--- config.mk ---
export PLATFORM = sky130hd
export DESIGN_NAME = arabic_contextual_shaper
export DESIGN_NICKNAME = d
export VERILOG_FILES = /design/src/hw/rtl/acs_pkg.sv /design/src/hw/rtl/arabic_contextual_shaper.sv
export SDC_FILE = /design/constraint.sdc
export NUM_CORES = 1
export LEC_CHECK = 0
export ABC_AREA = 0
export CORE_MARGIN = 1
export CORE_UTILIZATION = 65
export DETAILED_ROUTE_END_ITERATION = 10
export DONT_BUFFER_PORTS = 1
export PLACE_DENSITY = 0.86
export SETUP_SLACK_MARGIN = 0.4
export SLEW_MARGIN = 20
export SYNTH_ARGS = -nofsm -noshare
export SYNTH_HDL_FRONTEND = slang
export SYNTH_SLANG_ARGS = --single-unit
--- constraint.sdc ---
create_clock -name clock -period 4.36 [get_ports clock]
set_input_delay 0.436 -clock clock [delete_from_list [all_inputs] [get_ports clock]]
set_output_delay 0.436 -clock clock [all_outputs]
set_load 0.02 [all_outputs]
--- src/hw/rtl/acs_pkg.sv ---
// Shared types, constants and shaping functions for the Arabic contextual shaper.
// Holds the presentation-form table, the joining sets and the lam-alef ligature codes.
// Has no dependencies on other files.
package acs_pkg;

   typedef struct packed {
      logic [15:0] code_point;
      logic        end_of_string;
   } req_type;

   typedef struct packed {
      logic [15:0] shaped_code;
      logic        last_out;
   } rsp_type;

   localparam logic [15:0] ARABIC_FIRST = 16'h0621;
   localparam logic [15:0] ARABIC_LAST  = 16'h064A;
   localparam logic [15:0] LAM          = 16'h0644;
   localparam logic [15:0] ALEF_MADDA   = 16'h0622;
   localparam logic [15:0] ALEF_HAMZA_A = 16'h0623;
   localparam logic [15:0] ALEF_HAMZA_B = 16'h0625;
   localparam logic [15:0] ALEF_PLAIN   = 16'h0627;

   // Isolated lam-alef ligature for each alef variant; the final form is one above.
   localparam logic [15:0] LIG_BASE [4] = '{16'hFEF5, 16'hFEF7, 16'hFEF9, 16'hFEFB};

   // Form table columns.
   localparam logic [1:0] COL_PREV = 2'd0;
   localparam logic [1:0] COL_NEXT = 2'd1;
   localparam logic [1:0] COL_BOTH = 2'd2;
   localparam logic [1:0] COL_NONE = 2'd3;

   localparam logic [15:0] FORM_TABLE [42][4] = '{
      '{16'hfe80,16'hfe80,16'hfe80,16'hfe80}, '{16'hfe82,16'hfe81,16'hfe82,16'hfe81},
      '{16'hfe84,16'hfe83,16'hfe84,16'hfe83}, '{16'hfe86,16'hfe85,16'hfe86,16'hfe85},
      '{16'hfe88,16'hfe87,16'hfe88,16'hfe87}, '{16'hfe8a,16'hfe8b,16'hfe8c,16'hfe89},
      '{16'hfe8e,16'hfe8d,16'hfe8e,16'hfe8d}, '{16'hfe90,16'hfe91,16'hfe92,16'hfe8f},
      '{16'hfe94,16'hfe93,16'hfe94,16'hfe93}, '{16'hfe96,16'hfe97,16'hfe98,16'hfe95},
      '{16'hfe9a,16'hfe9b,16'hfe9c,16'hfe99}, '{16'hfe9e,16'hfe9f,16'hfea0,16'hfe9d},
      '{16'hfea2,16'hfea3,16'hfea4,16'hfea1}, '{16'hfea6,16'hfea7,16'hfea8,16'hfea5},
      '{16'hfeaa,16'hfea9,16'hfeaa,16'hfea9}, '{16'hfeac,16'hfeab,16'hfeac,16'hfeab},
      '{16'hfeae,16'hfead,16'hfeae,16'hfead}, '{16'hfeb0,16'hfeaf,16'hfeb0,16'hfeaf},
      '{16'hfeb2,16'hfeb3,16'hfeb4,16'hfeb1}, '{16'hfeb6,16'hfeb7,16'hfeb8,16'hfeb5},
      '{16'hfeba,16'hfebb,16'hfebc,16'hfeb9}, '{16'hfebe,16'hfebf,16'hfec0,16'hfebd},
      '{16'hfec2,16'hfec3,16'hfec4,16'hfec1}, '{16'hfec6,16'hfec7,16'hfec8,16'hfec5},
      '{16'hfeca,16'hfecb,16'hfecc,16'hfec9}, '{16'hfece,16'hfecf,16'hfed0,16'hfecd},
      '{16'h063b,16'h063b,16'h063b,16'h063b}, '{16'h063c,16'h063c,16'h063c,16'h063c},
      '{16'h063d,16'h063d,16'h063d,16'h063d}, '{16'h063e,16'h063e,16'h063e,16'h063e},
      '{16'h063f,16'h063f,16'h063f,16'h063f}, '{16'h0640,16'h0640,16'h0640,16'h0640},
      '{16'hfed2,16'hfed3,16'hfed4,16'hfed1}, '{16'hfed6,16'hfed7,16'hfed8,16'hfed5},
      '{16'hfeda,16'hfedb,16'hfedc,16'hfed9}, '{16'hfede,16'hfedf,16'hfee0,16'hfedd},
      '{16'hfee2,16'hfee3,16'hfee4,16'hfee1}, '{16'hfee6,16'hfee7,16'hfee8,16'hfee5},
      '{16'hfeea,16'hfeeb,16'hfeec,16'hfee9}, '{16'hfeee,16'hfeed,16'hfeee,16'hfeed},
      '{16'hfef0,16'hfeef,16'hfef0,16'hfeef}, '{16'hfef2,16'hfef3,16'hfef4,16'hfef1}
   };

   // Characters that connect to the character after them.
   function automatic logic joins_forward(input logic [15:0] c);
      case (c)
         16'h062c, 16'h062d, 16'h062e, 16'h0647, 16'h0639, 16'h063a, 16'h0641, 16'h0642,
         16'h062b, 16'h0635, 16'h0636, 16'h0637, 16'h0643, 16'h0645, 16'h0646, 16'h062a,
         16'h0644, 16'h0628, 16'h064a, 16'h0633, 16'h0634, 16'h0638, 16'h0626:
            return 1'b1;
         default:
            return 1'b0;
      endcase
   endfunction

   // Characters that connect to the character before them.
   function automatic logic joins_back(input logic [15:0] c);
      case (c)
         16'h062c, 16'h062d, 16'h062e, 16'h0647, 16'h0639, 16'h063a, 16'h0641, 16'h0642,
         16'h062b, 16'h0635, 16'h0636, 16'h0637, 16'h0643, 16'h0645, 16'h0646, 16'h062a,
         16'h0644, 16'h0628, 16'h064a, 16'h0633, 16'h0634, 16'h0638, 16'h0626,
         16'h0627, 16'h0623, 16'h0625, 16'h0622, 16'h062f, 16'h0630, 16'h0631, 16'h0632,
         16'h0648, 16'h0624, 16'h0629, 16'h0649:
            return 1'b1;
         default:
            return 1'b0;
      endcase
   endfunction

   function automatic logic is_alef(input logic [15:0] c);
      return (c == ALEF_MADDA) || (c == ALEF_HAMZA_A) || (c == ALEF_HAMZA_B) ||
             (c == ALEF_PLAIN);
   endfunction

   function automatic logic [1:0] alef_sel(input logic [15:0] c);
      case (c)
         ALEF_MADDA:   return 2'd0;
         ALEF_HAMZA_A: return 2'd1;
         ALEF_HAMZA_B: return 2'd2;
         default:      return 2'd3;
      endcase
   endfunction

   // Presentation form of cur given its neighbors; non-Arabic codes pass through.
   function automatic logic [15:0] shape_char(input logic [15:0] prev,
                                             input logic [15:0] cur,
                                             input logic [15:0] next);
      logic        f;
      logic        b;
      logic [1:0]  col;
      logic [15:0] off;
      f   = joins_forward(prev);
      b   = joins_back(next);
      off = cur - ARABIC_FIRST;
      if (f && b) begin
         col = COL_BOTH;
      end else if (f) begin
         col = COL_PREV;
      end else if (b) begin
         col = COL_NEXT;
      end else begin
         col = COL_NONE;
      end
      if ((cur < ARABIC_FIRST) || (cur > ARABIC_LAST)) begin
         return cur;
      end
      return FORM_TABLE[off[5:0]][col];
   endfunction

   function automatic logic [15:0] ligature_code(input logic [15:0] prev,
                                                input logic [15:0] alef);
      return LIG_BASE[alef_sel(alef)] + {15'd0, joins_forward(prev)};
   endfunction

endpackage

--- src/hw/rtl/arabic_contextual_shaper.sv ---
// Top level of the Arabic contextual shaper: context registers, shaping logic
// and a small result queue. Depends on acs_pkg for types, tables and functions.
//
//  Channel | Direction | Handshake             | Payload
//  --------+-----------+-----------------------+-------------------------------
//  req_    | in        | req_valid / req_stall | req_data: code_point, eos flag
//  rsp_    | out       | rsp_valid / rsp_stall | rsp_data: shaped_code, last_out
//
// One code point is taken per clock while req_stall is low. A transfer in produces
// zero, one or two results, which are registered into a four-entry result queue;
// the queue drains one result per clock while rsp_stall is low. No run of code points
// yields more results than it holds, so with the receiver ready the queue never holds
// more than two and the input never stalls. req_stall rises when fewer than two queue
// entries are free, which only happens while rsp_stall holds results back.
// Reset is synchronous and active high; it clears the context and empties the
// queue. Queue data is not reset.
module arabic_contextual_shaper
   import acs_pkg::*;
(
   input  logic    clock,
   input  logic    reset,
   input  logic    req_valid,
   output logic    req_stall,
   input  req_type req_data,
   output logic    rsp_valid,
   input  logic    rsp_stall,
   output rsp_type rsp_data
);

   localparam int QDEPTH  = 4;
   localparam int PTR_W   = $clog2(QDEPTH);
   localparam int CNT_W   = $clog2(QDEPTH + 1);
   localparam logic [CNT_W-1:0] ROOM_LIMIT = CNT_W'(QDEPTH - 2);

   // Context: the held character, its valid flag and the character before it.
   logic [15:0] pending_code_ff, pending_code_in;
   logic        pending_valid_ff, pending_valid_in;
   logic [15:0] before_code_ff, before_code_in;

   // Result queue.
   rsp_type          queue_ff [QDEPTH];
   logic [PTR_W-1:0] wr_ptr_ff, rd_ptr_ff;
   logic [CNT_W-1:0] count_ff;

   logic        req_take;
   logic        rsp_take;
   logic [1:0]  num_res;
   logic [1:0]  push;
   rsp_type     res0;
   rsp_type     res1;
   logic [15:0] x;
   logic        eos;

   assign x   = req_data.code_point;
   assign eos = req_data.end_of_string;

   // Two slots must be free so that a string end can always write both results.
   assign req_stall = (count_ff > ROOM_LIMIT);
   assign req_take  = req_valid && !req_stall;
   assign rsp_valid = (count_ff != '0);
   assign rsp_take  = rsp_valid && !rsp_stall;
   assign rsp_data  = queue_ff[rd_ptr_ff];

   // Shaping of one incoming code point against the held context.
   always_comb begin
      pending_code_in  = pending_code_ff;
      pending_valid_in = pending_valid_ff;
      before_code_in   = before_code_ff;
      num_res          = 2'd0;
      res0             = '{shaped_code: shape_char(before_code_ff, pending_code_ff, x),
                           last_out: 1'b0};
      res1             = '{shaped_code: shape_char(pending_code_ff, x, 16'd0),
                           last_out: 1'b1};
      if (!pending_valid_ff) begin
         if (eos) begin
            // A lone character has no successor and is shaped at once.
            res0           = '{shaped_code: shape_char(before_code_ff, x, 16'd0),
                               last_out: 1'b1};
            num_res        = 2'd1;
            before_code_in = 16'd0;
         end else begin
            pending_code_in  = x;
            pending_valid_in = 1'b1;
         end
      end else if ((pending_code_ff == LAM) && is_alef(x)) begin
         // Lam then alef fuse into one ligature; the alef becomes the predecessor.
         res0             = '{shaped_code: ligature_code(before_code_ff, x), last_out: eos};
         num_res          = 2'd1;
         pending_valid_in = 1'b0;
         pending_code_in  = 16'd0;
         before_code_in   = eos ? 16'd0 : x;
      end else if (eos) begin
         // The held character and the last one both leave.
         num_res          = 2'd2;
         pending_valid_in = 1'b0;
         pending_code_in  = 16'd0;
         before_code_in   = 16'd0;
      end else begin
         num_res         = 2'd1;
         before_code_in  = pending_code_ff;
         pending_code_in = x;
      end
   end

   assign push = req_take ? num_res : 2'd0;

   always_ff @(posedge clock) begin
      if (reset) begin
         pending_code_ff  <= 16'd0;
         pending_valid_ff <= 1'b0;
         before_code_ff   <= 16'd0;
      end else if (req_take) begin
         pending_code_ff  <= pending_code_in;
         pending_valid_ff <= pending_valid_in;
         before_code_ff   <= before_code_in;
      end
   end

   always_ff @(posedge clock) begin
      if (reset) begin
         wr_ptr_ff <= '0;
         rd_ptr_ff <= '0;
         count_ff  <= '0;
      end else begin
         wr_ptr_ff <= wr_ptr_ff + PTR_W'(push);
         rd_ptr_ff <= rd_ptr_ff + PTR_W'(rsp_take);
         count_ff  <= count_ff + CNT_W'(push) - CNT_W'(rsp_take);
      end
   end

   always_ff @(posedge clock) begin
      if (push != 2'd0) begin
         queue_ff[wr_ptr_ff] <= res0;
      end
      if (push == 2'd2) begin
         queue_ff[wr_ptr_ff + PTR_W'(1)] <= res1;
      end
   end

   // The queue never holds more than its depth.
   assert property (@(posedge clock) disable iff (reset)
      count_ff <= CNT_W'(QDEPTH))
      else $error("result queue overflow");

   // A string end always leaves the context empty.
   assert property (@(posedge clock) disable iff (reset)
      (req_take && eos) |=> (!pending_valid_ff && (before_code_ff == 16'd0)))
      else $error("context not cleared at end of string");

   // An empty context holds no character.
   assert property (@(posedge clock) disable iff (reset)
      !pending_valid_ff |-> (pending_code_ff == 16'd0))
      else $error("stale pending character");

   // An accepted item that yields results shows a queued result next cycle.
   assert property (@(posedge clock) disable iff (reset)
      (push != 2'd0) |=> rsp_valid)
      else $error("result lost");

endmodule
Word-level counts from Yosys, hierarchy flattened
Memories as Yosys holds them, arrays and structs flattened. A register that Yosys moved wholly into a read port is not among the register bits.
Index checks and enable logic that the tools add are counted.

operators by class
  add/subtract/negate cells = 8
  muxes and demuxes = 70
  shifts and indexed selects = 0
  reductions and logical operators = 20
  eq/ne operators = 83
  divide/modulo/power cells = 0
  multipliers = 0
  magnitude comparators = 11
  bitwise operators = 6

operators with widths
  operator                                                      count
  equality test 16 x 11 -> 1 bit, second input constant         81
  two-way mux 16 bit                                            21
  two-way mux 64 bit                                            4
  binary-select mux 16 bit (select 2 bit)                       4
  two-way mux 17 bit                                            3
  OR reduction 23 bit                                           2
  OR reduction 35 bit                                           1
  > comparator 16 x 11 -> 1 bit, second input constant          2
  less-than comparator 16 x 11 -> 1 bit, second input constant  2
  two-way mux 2 bit                                             16
  two-way mux 1 bit                                             21
  adder 16 x 1 -> 16 bit                                        1
  greater-or-equal comparator 7 bit, second input constant      2
  inverter 6 -> 7 bit                                           2
  greater-or-equal comparator 3 bit, second input constant      4
  inverter 2 -> 3 bit                                           4
  subtractor 6 bit, second input constant                       2
  one-hot mux 2 bit (3 select lines)                            1
  logical AND 1 bit                                             5
  logical OR 1 bit                                              5
  AND reduction 2 bit                                           2
  nonzero test 2 bit                                            2
  adder 3 x 2 -> 3 bit                                          1
  > comparator 3 x 2 -> 1 bit, second input constant            1
  8 further kinds                                               9

storage, ports and cells
  memories = 3
  logic and storage cells = 207
  output and inout port bits = 19
  bits of input ports = 21
  ROM bits = 8192
  RAM bits = 68
  flip-flop bits (word level) = 40
  bits in latches = 0

memories
  memory           words  width  read ports  clocked after memory_dff  wr ports  line                            text
  (no name shown)  64     64     1           0                         0         acs_pkg.sv:120                  return FORM_TABLE[off[5:0]][col];
  (no name shown)  64     64     1           0                         0         acs_pkg.sv:120
  queue_ff         4      17     1           1                         2         arabic_contextual_shaper.sv:41  rsp_type queue_ff [QDEPTH];

Longest topological paths before layout
  word-level depth = 16
  depth in mapped cells = 17
  depth with buffers taken out = 15

Worst setup path after synthesis
OpenSTA, ideal clock, no wires.

  path type = in2reg
  from = in req_data[1] (netlist bit)
  to = reg count_ff[2]
  setup time = 0.128 ns
  arrival time = 3.545 ns
  stages = 14
  buffers on the path = 1
  required time = 4.232 ns
  slack = 0.688 ns
  path through = clkbuf_1 -> clkinv_1 -> ha_1 -> nor2b_1 -> or3_1 -> nand4_1 -> nand3_1 -> nor2_1 -> clkinv_1 -> ha_1 -> fa_1 -> xnor2_1 -> xnor2_1 -> nor2_1

between the ends
  word-level cells in the longest chain between the ends = 10
  elaborated cells between the ends (all ways) = 13
  classes of those cells = add/sub: 2; eq/ne: 4; mux: 3; reduce/logical: 4

RTL lines
  element                         line                             text
  start: declaration              arabic_contextual_shaper.sv:24   input req_type req_data,
  equality test 16 x 11 -> 1 bit  acs_pkg.sv:84                    return (c == ALEF_MADDA) || (c == ALEF_HAMZA_A) || (c == ALEF_HAMZA_B) ||
  logical OR 1 bit (2 in a row)   acs_pkg.sv:84
  logical OR 1 bit *              acs_pkg.sv:84
  logical AND 1 bit *             arabic_contextual_shaper.sv:85   end else if ((pending_code_ff == LAM) && is_alef(x)) begin
  two-way mux 2 bit *             arabic_contextual_shaper.sv:85
  two-way mux 2 bit *             arabic_contextual_shaper.sv:74   if (!pending_valid_ff) begin
  two-way mux 2 bit *             arabic_contextual_shaper.sv:105  assign push = req_take ? num_res : 2'd0;
  adder 3 x 2 -> 3 bit *          arabic_contextual_shaper.sv:127  count_ff <= count_ff + CNT_W'(push) - CNT_W'(rsp_take);
  subtractor 3 x 1 -> 3 bit *     arabic_contextual_shaper.sv:127
  end signal: assignment          arabic_contextual_shaper.sv:127
  end: declaration                arabic_contextual_shaper.sv:43   logic [CNT_W-1:0] count_ff;

Every way passes the cells marked *; elsewhere a longest branch is shown, timed or not.
A chain may end at the register's enable or synchronous reset.

==> summary.md <==
| Metric | Value |
|---|---|
| First-pass detailed-route iteration total | 6 |
| Routed WL | 30.4 mm |
| Port Buffers | 0 |
| Reg clk slew, reported paths | 0.07 ns |
| Pleak | 3.16 nW |
| Top-Level Pins | 40 |
| Design area | 9530 um2 |
| Commonest non-fill, non-tap cell in the layout | nor2_1 |
| Clock Path Buffers | 2 |
| Syn nets | 1154 |
| Mux contribution to synthesized area | 0.0594 |
| Hold WC Path Type | in2reg |
| Nets@finish | 1112 |
| Hold Worst Slack | 0.147 ns |
| Chip width | 120 um |
| Gr usage total | 0.429 |
| Top cell type by total area after synthesis | edfxtp_1 |
| Vias | 9466 |
| Post-synth EDFFs | 64 |
| CTS H-Tree Depth | 3 |
| Clock network fraction of total power | 0.214 |
| Critical Path Start Type | flop |
| Hold_buf cts | 0 |
| Power density cells | 394 nW/um2 |
| Layout cells sized above 1 | 0.104 |
| Post-DP HPWL | 20.8 mm |
| Worst-Skew Late Latency | 0.36 ns |
| Routed length per instance | 24.5 um |
| Ant. Diodes | 0 |
| Setup TNS | 0 ns |
| Max VDD drop | 0.000228 V |
| CP Max Fanout | 15 |
| Setup CP Type | reg2reg |
| Sequential share of power | 0.339 |
| First-pass GRT wire length | 48.1 mm |
| Synthesized cell area | 9060 um2 |
| Initial core utilization | 0.676 |
| Root Driver | clkbuf_16 |
| Logic pwr share | 0.447 |
| Core Area | 13400 um2 |
| Antenna violations before repair | 0 |
| Min Clock Period, post-route | 3.96 ns |
| Final setup vio count | 0 |
| Cts bufs inserted | 9 |
| GP Congestion | 1.09 |
| GRT overflow | 0 |
| Unrepaired setup endpoints after global routing | no |
| Worst Tran Pin Value | 1.04 ns |
| Final worst-path cycle share | 0.907 |
| Outcome | complete, no violations |
| Synth Area in Simple Gates | 0.202 |
| Final Hold Violating Endpoints | 0 |
| Largest family of logic cells by synthesized area | compound AO/OA/AOI/OAI gates |
| Vias in the first global route | 8682 |
| Placed Area | 9230 um2 |
| Residual DRC | 0 |
| Row count | 42 |
| Initial DRC Count | 1712 |
| Inst Count DP | 1222 |
| Post-synth top flop | edfxtp_1 |
| Util after Layout | 0.711 |
| Async S/R FF share, synth | 0 |
| Largest net degree at the start of global routing | 41 |
| XOR/XNOR Fraction of Synth Area | 0.0203 |
| Top cells by area, synth | edfxtp_1, dfxtp_1, nor2_1 |
| Max Slew Vio Count | 0 |
| # Post-CTS Setup Buffers | 0 |
| P_sw | 1.55 mW |
| Chip height | 120 um |
| Post-Synth Adder-Cell Area | 0.0478 |
| Max-Cap Viols | 0 |
| Peak Freq | 0.253 GHz |
| Clock Skew | 0.0111 ns |
| Compound-Gate Fraction of Synth Area | 0.305 |
| Yosys reg bits | 108 |
| CP arrival | 4.04 ns |
| Clk sinks | 108 |
| Commonest cells after routing, fill and taps aside | nor2_1, o21ai_0, nand2_1 |
| Int Pwr | 2.21 mW |
| Synth warnings | 0 |
| Syn_area_per_cell | 8.25 um2 |
| Routed Antenna Nets | 0 |
| Gate Count Post-Synth | 1099 |
| Worst slew margin | 0.304 |
| Layout Cells excl Fill | 1238 |
| CTS tree | done |
| Distinct cells, synth | 87 |
| Area Overhead vs Synth | 5.20% |
| Critical Path RT | 4.44 ns |
| Vias per inst | 7.65 |
| Sequential fraction of the synthesis area | 0.309 |
| Crit end category | flop |
| Die area | 14400 um2 |
| Post-synth top area share | 0.212 |
| Sw frac | 0.412 |
registers in the layout (all words and copies together), names as in the netlist:
name              count
wr_ptr_ff             2
pending_valid_ff      1
pending_code_ff      16
rd_ptr_ff             2
queue_ff             68
before_code_ff       16
count_ff              3
synth_stat cells (17+ instances only):
| cell type | instances |
|---|---|
| or3_1 | 20 |
| dfxtp_1 | 44 |
| a21oi_1 | 64 |
| o21ai_0 | 86 |
| a22oi_1 | 34 |
| edfxtp_1 | 64 |
| mux4_2 | 17 |
| o2bb2ai_1 | 29 |
| o22ai_1 | 21 |
| ha_1 | 33 |
| o211ai_1 | 23 |
| nand3_1 | 25 |
| clkbuf_1 | 65 |
| inv_1 | 28 |
| nand2_1 | 82 |
| buf_2 | 18 |
| nor2_1 | 116 |
| a31oi_1 | 18 |
| nor3_1 | 39 |
cell families (layout without fill, tap and decap cells):
group,count (synthesis),in the layout
compound gates,403,403
xor+xnor,21,21
fa+ha+maj,34,34
buf+inv,129,92
flops,108,108
mux,32,32
simple gates,372,372
final timing paths:
| check | start | end | slack, ns | cells after the start |
|---|---|---|---|---|
| setup / recovery | pending_code_ff[11]$_SDFFE_PP0P_ | queue_ff[1][3]$_DFFE_PP_ | 0.40 | 9 |
| hold / removal | reset | before_code_ff[13]$_SDFFE_PP0P_ | 0.15 | 1 |
| setup reg to reg | pending_code_ff[11]$_SDFFE_PP0P_ | queue_ff[1][3]$_DFFE_PP_ | 0.40 | 9 |
| hold reg to reg | before_code_ff[5]$_SDFFE_PP0P_ | before_code_ff[5]$_SDFFE_PP0P_ | 0.51 | 2 |
through the flow:
stage          setup slack (ns)  power, mW
2_1_floorplan             0.688       2.49
3_3_place_gp              0.547       2.85
3_5_place_dp              0.495       2.88
4_1_cts                   0.476       3.68
5_1_grt                   0.358       3.89
6_report                  0.405       3.76
area by class of cell:
type                       instances  area (um2)
timing repair buffer              43         323
clock buffer                      11         254
tap                              176         220
inverter                          33         124
clock inverter                     5        35.0
sequential                       108        2800
multi-input combinational        862        5770
fill                            1061        3870
metal layers:
layer  GRT usage  routed length, um
met3       0.106               4260
met2       0.665              13500
met4       0.205               1470
met5           0                  0
met1       0.558              11100
worst max-delay path, stage by stage (launching register included):
cell and delay [ns]:
dfxtp_1 0.35, or4_1 0.55, nor4_2 0.54, a21boi_1 0.33
buf_4 0.25, nand2_1 0.12, a2111oi_0 0.56, nor3_1 0.16
a211oi_1 0.68, o2bb2ai_1 0.14
repair_timing:
action / CTS / global route
endpoints found under the hold margin: 0 / 0
gates resized for setup: 0 / 3
endpoints found under the setup margin: 0 / 30
power by group through the flow:
stage	Combinational (mW)	Sequential, mW	Clock (mW)
floorplan	1.25	1.24	0
global placement	1.57	1.28	0
detailed placement	1.60	1.28	0
CTS	1.62	1.27	0.794
global route	1.78	1.28	0.827
finish	1.68	1.27	0.805
Note: power is estimated with default switching activity, not from simulation.
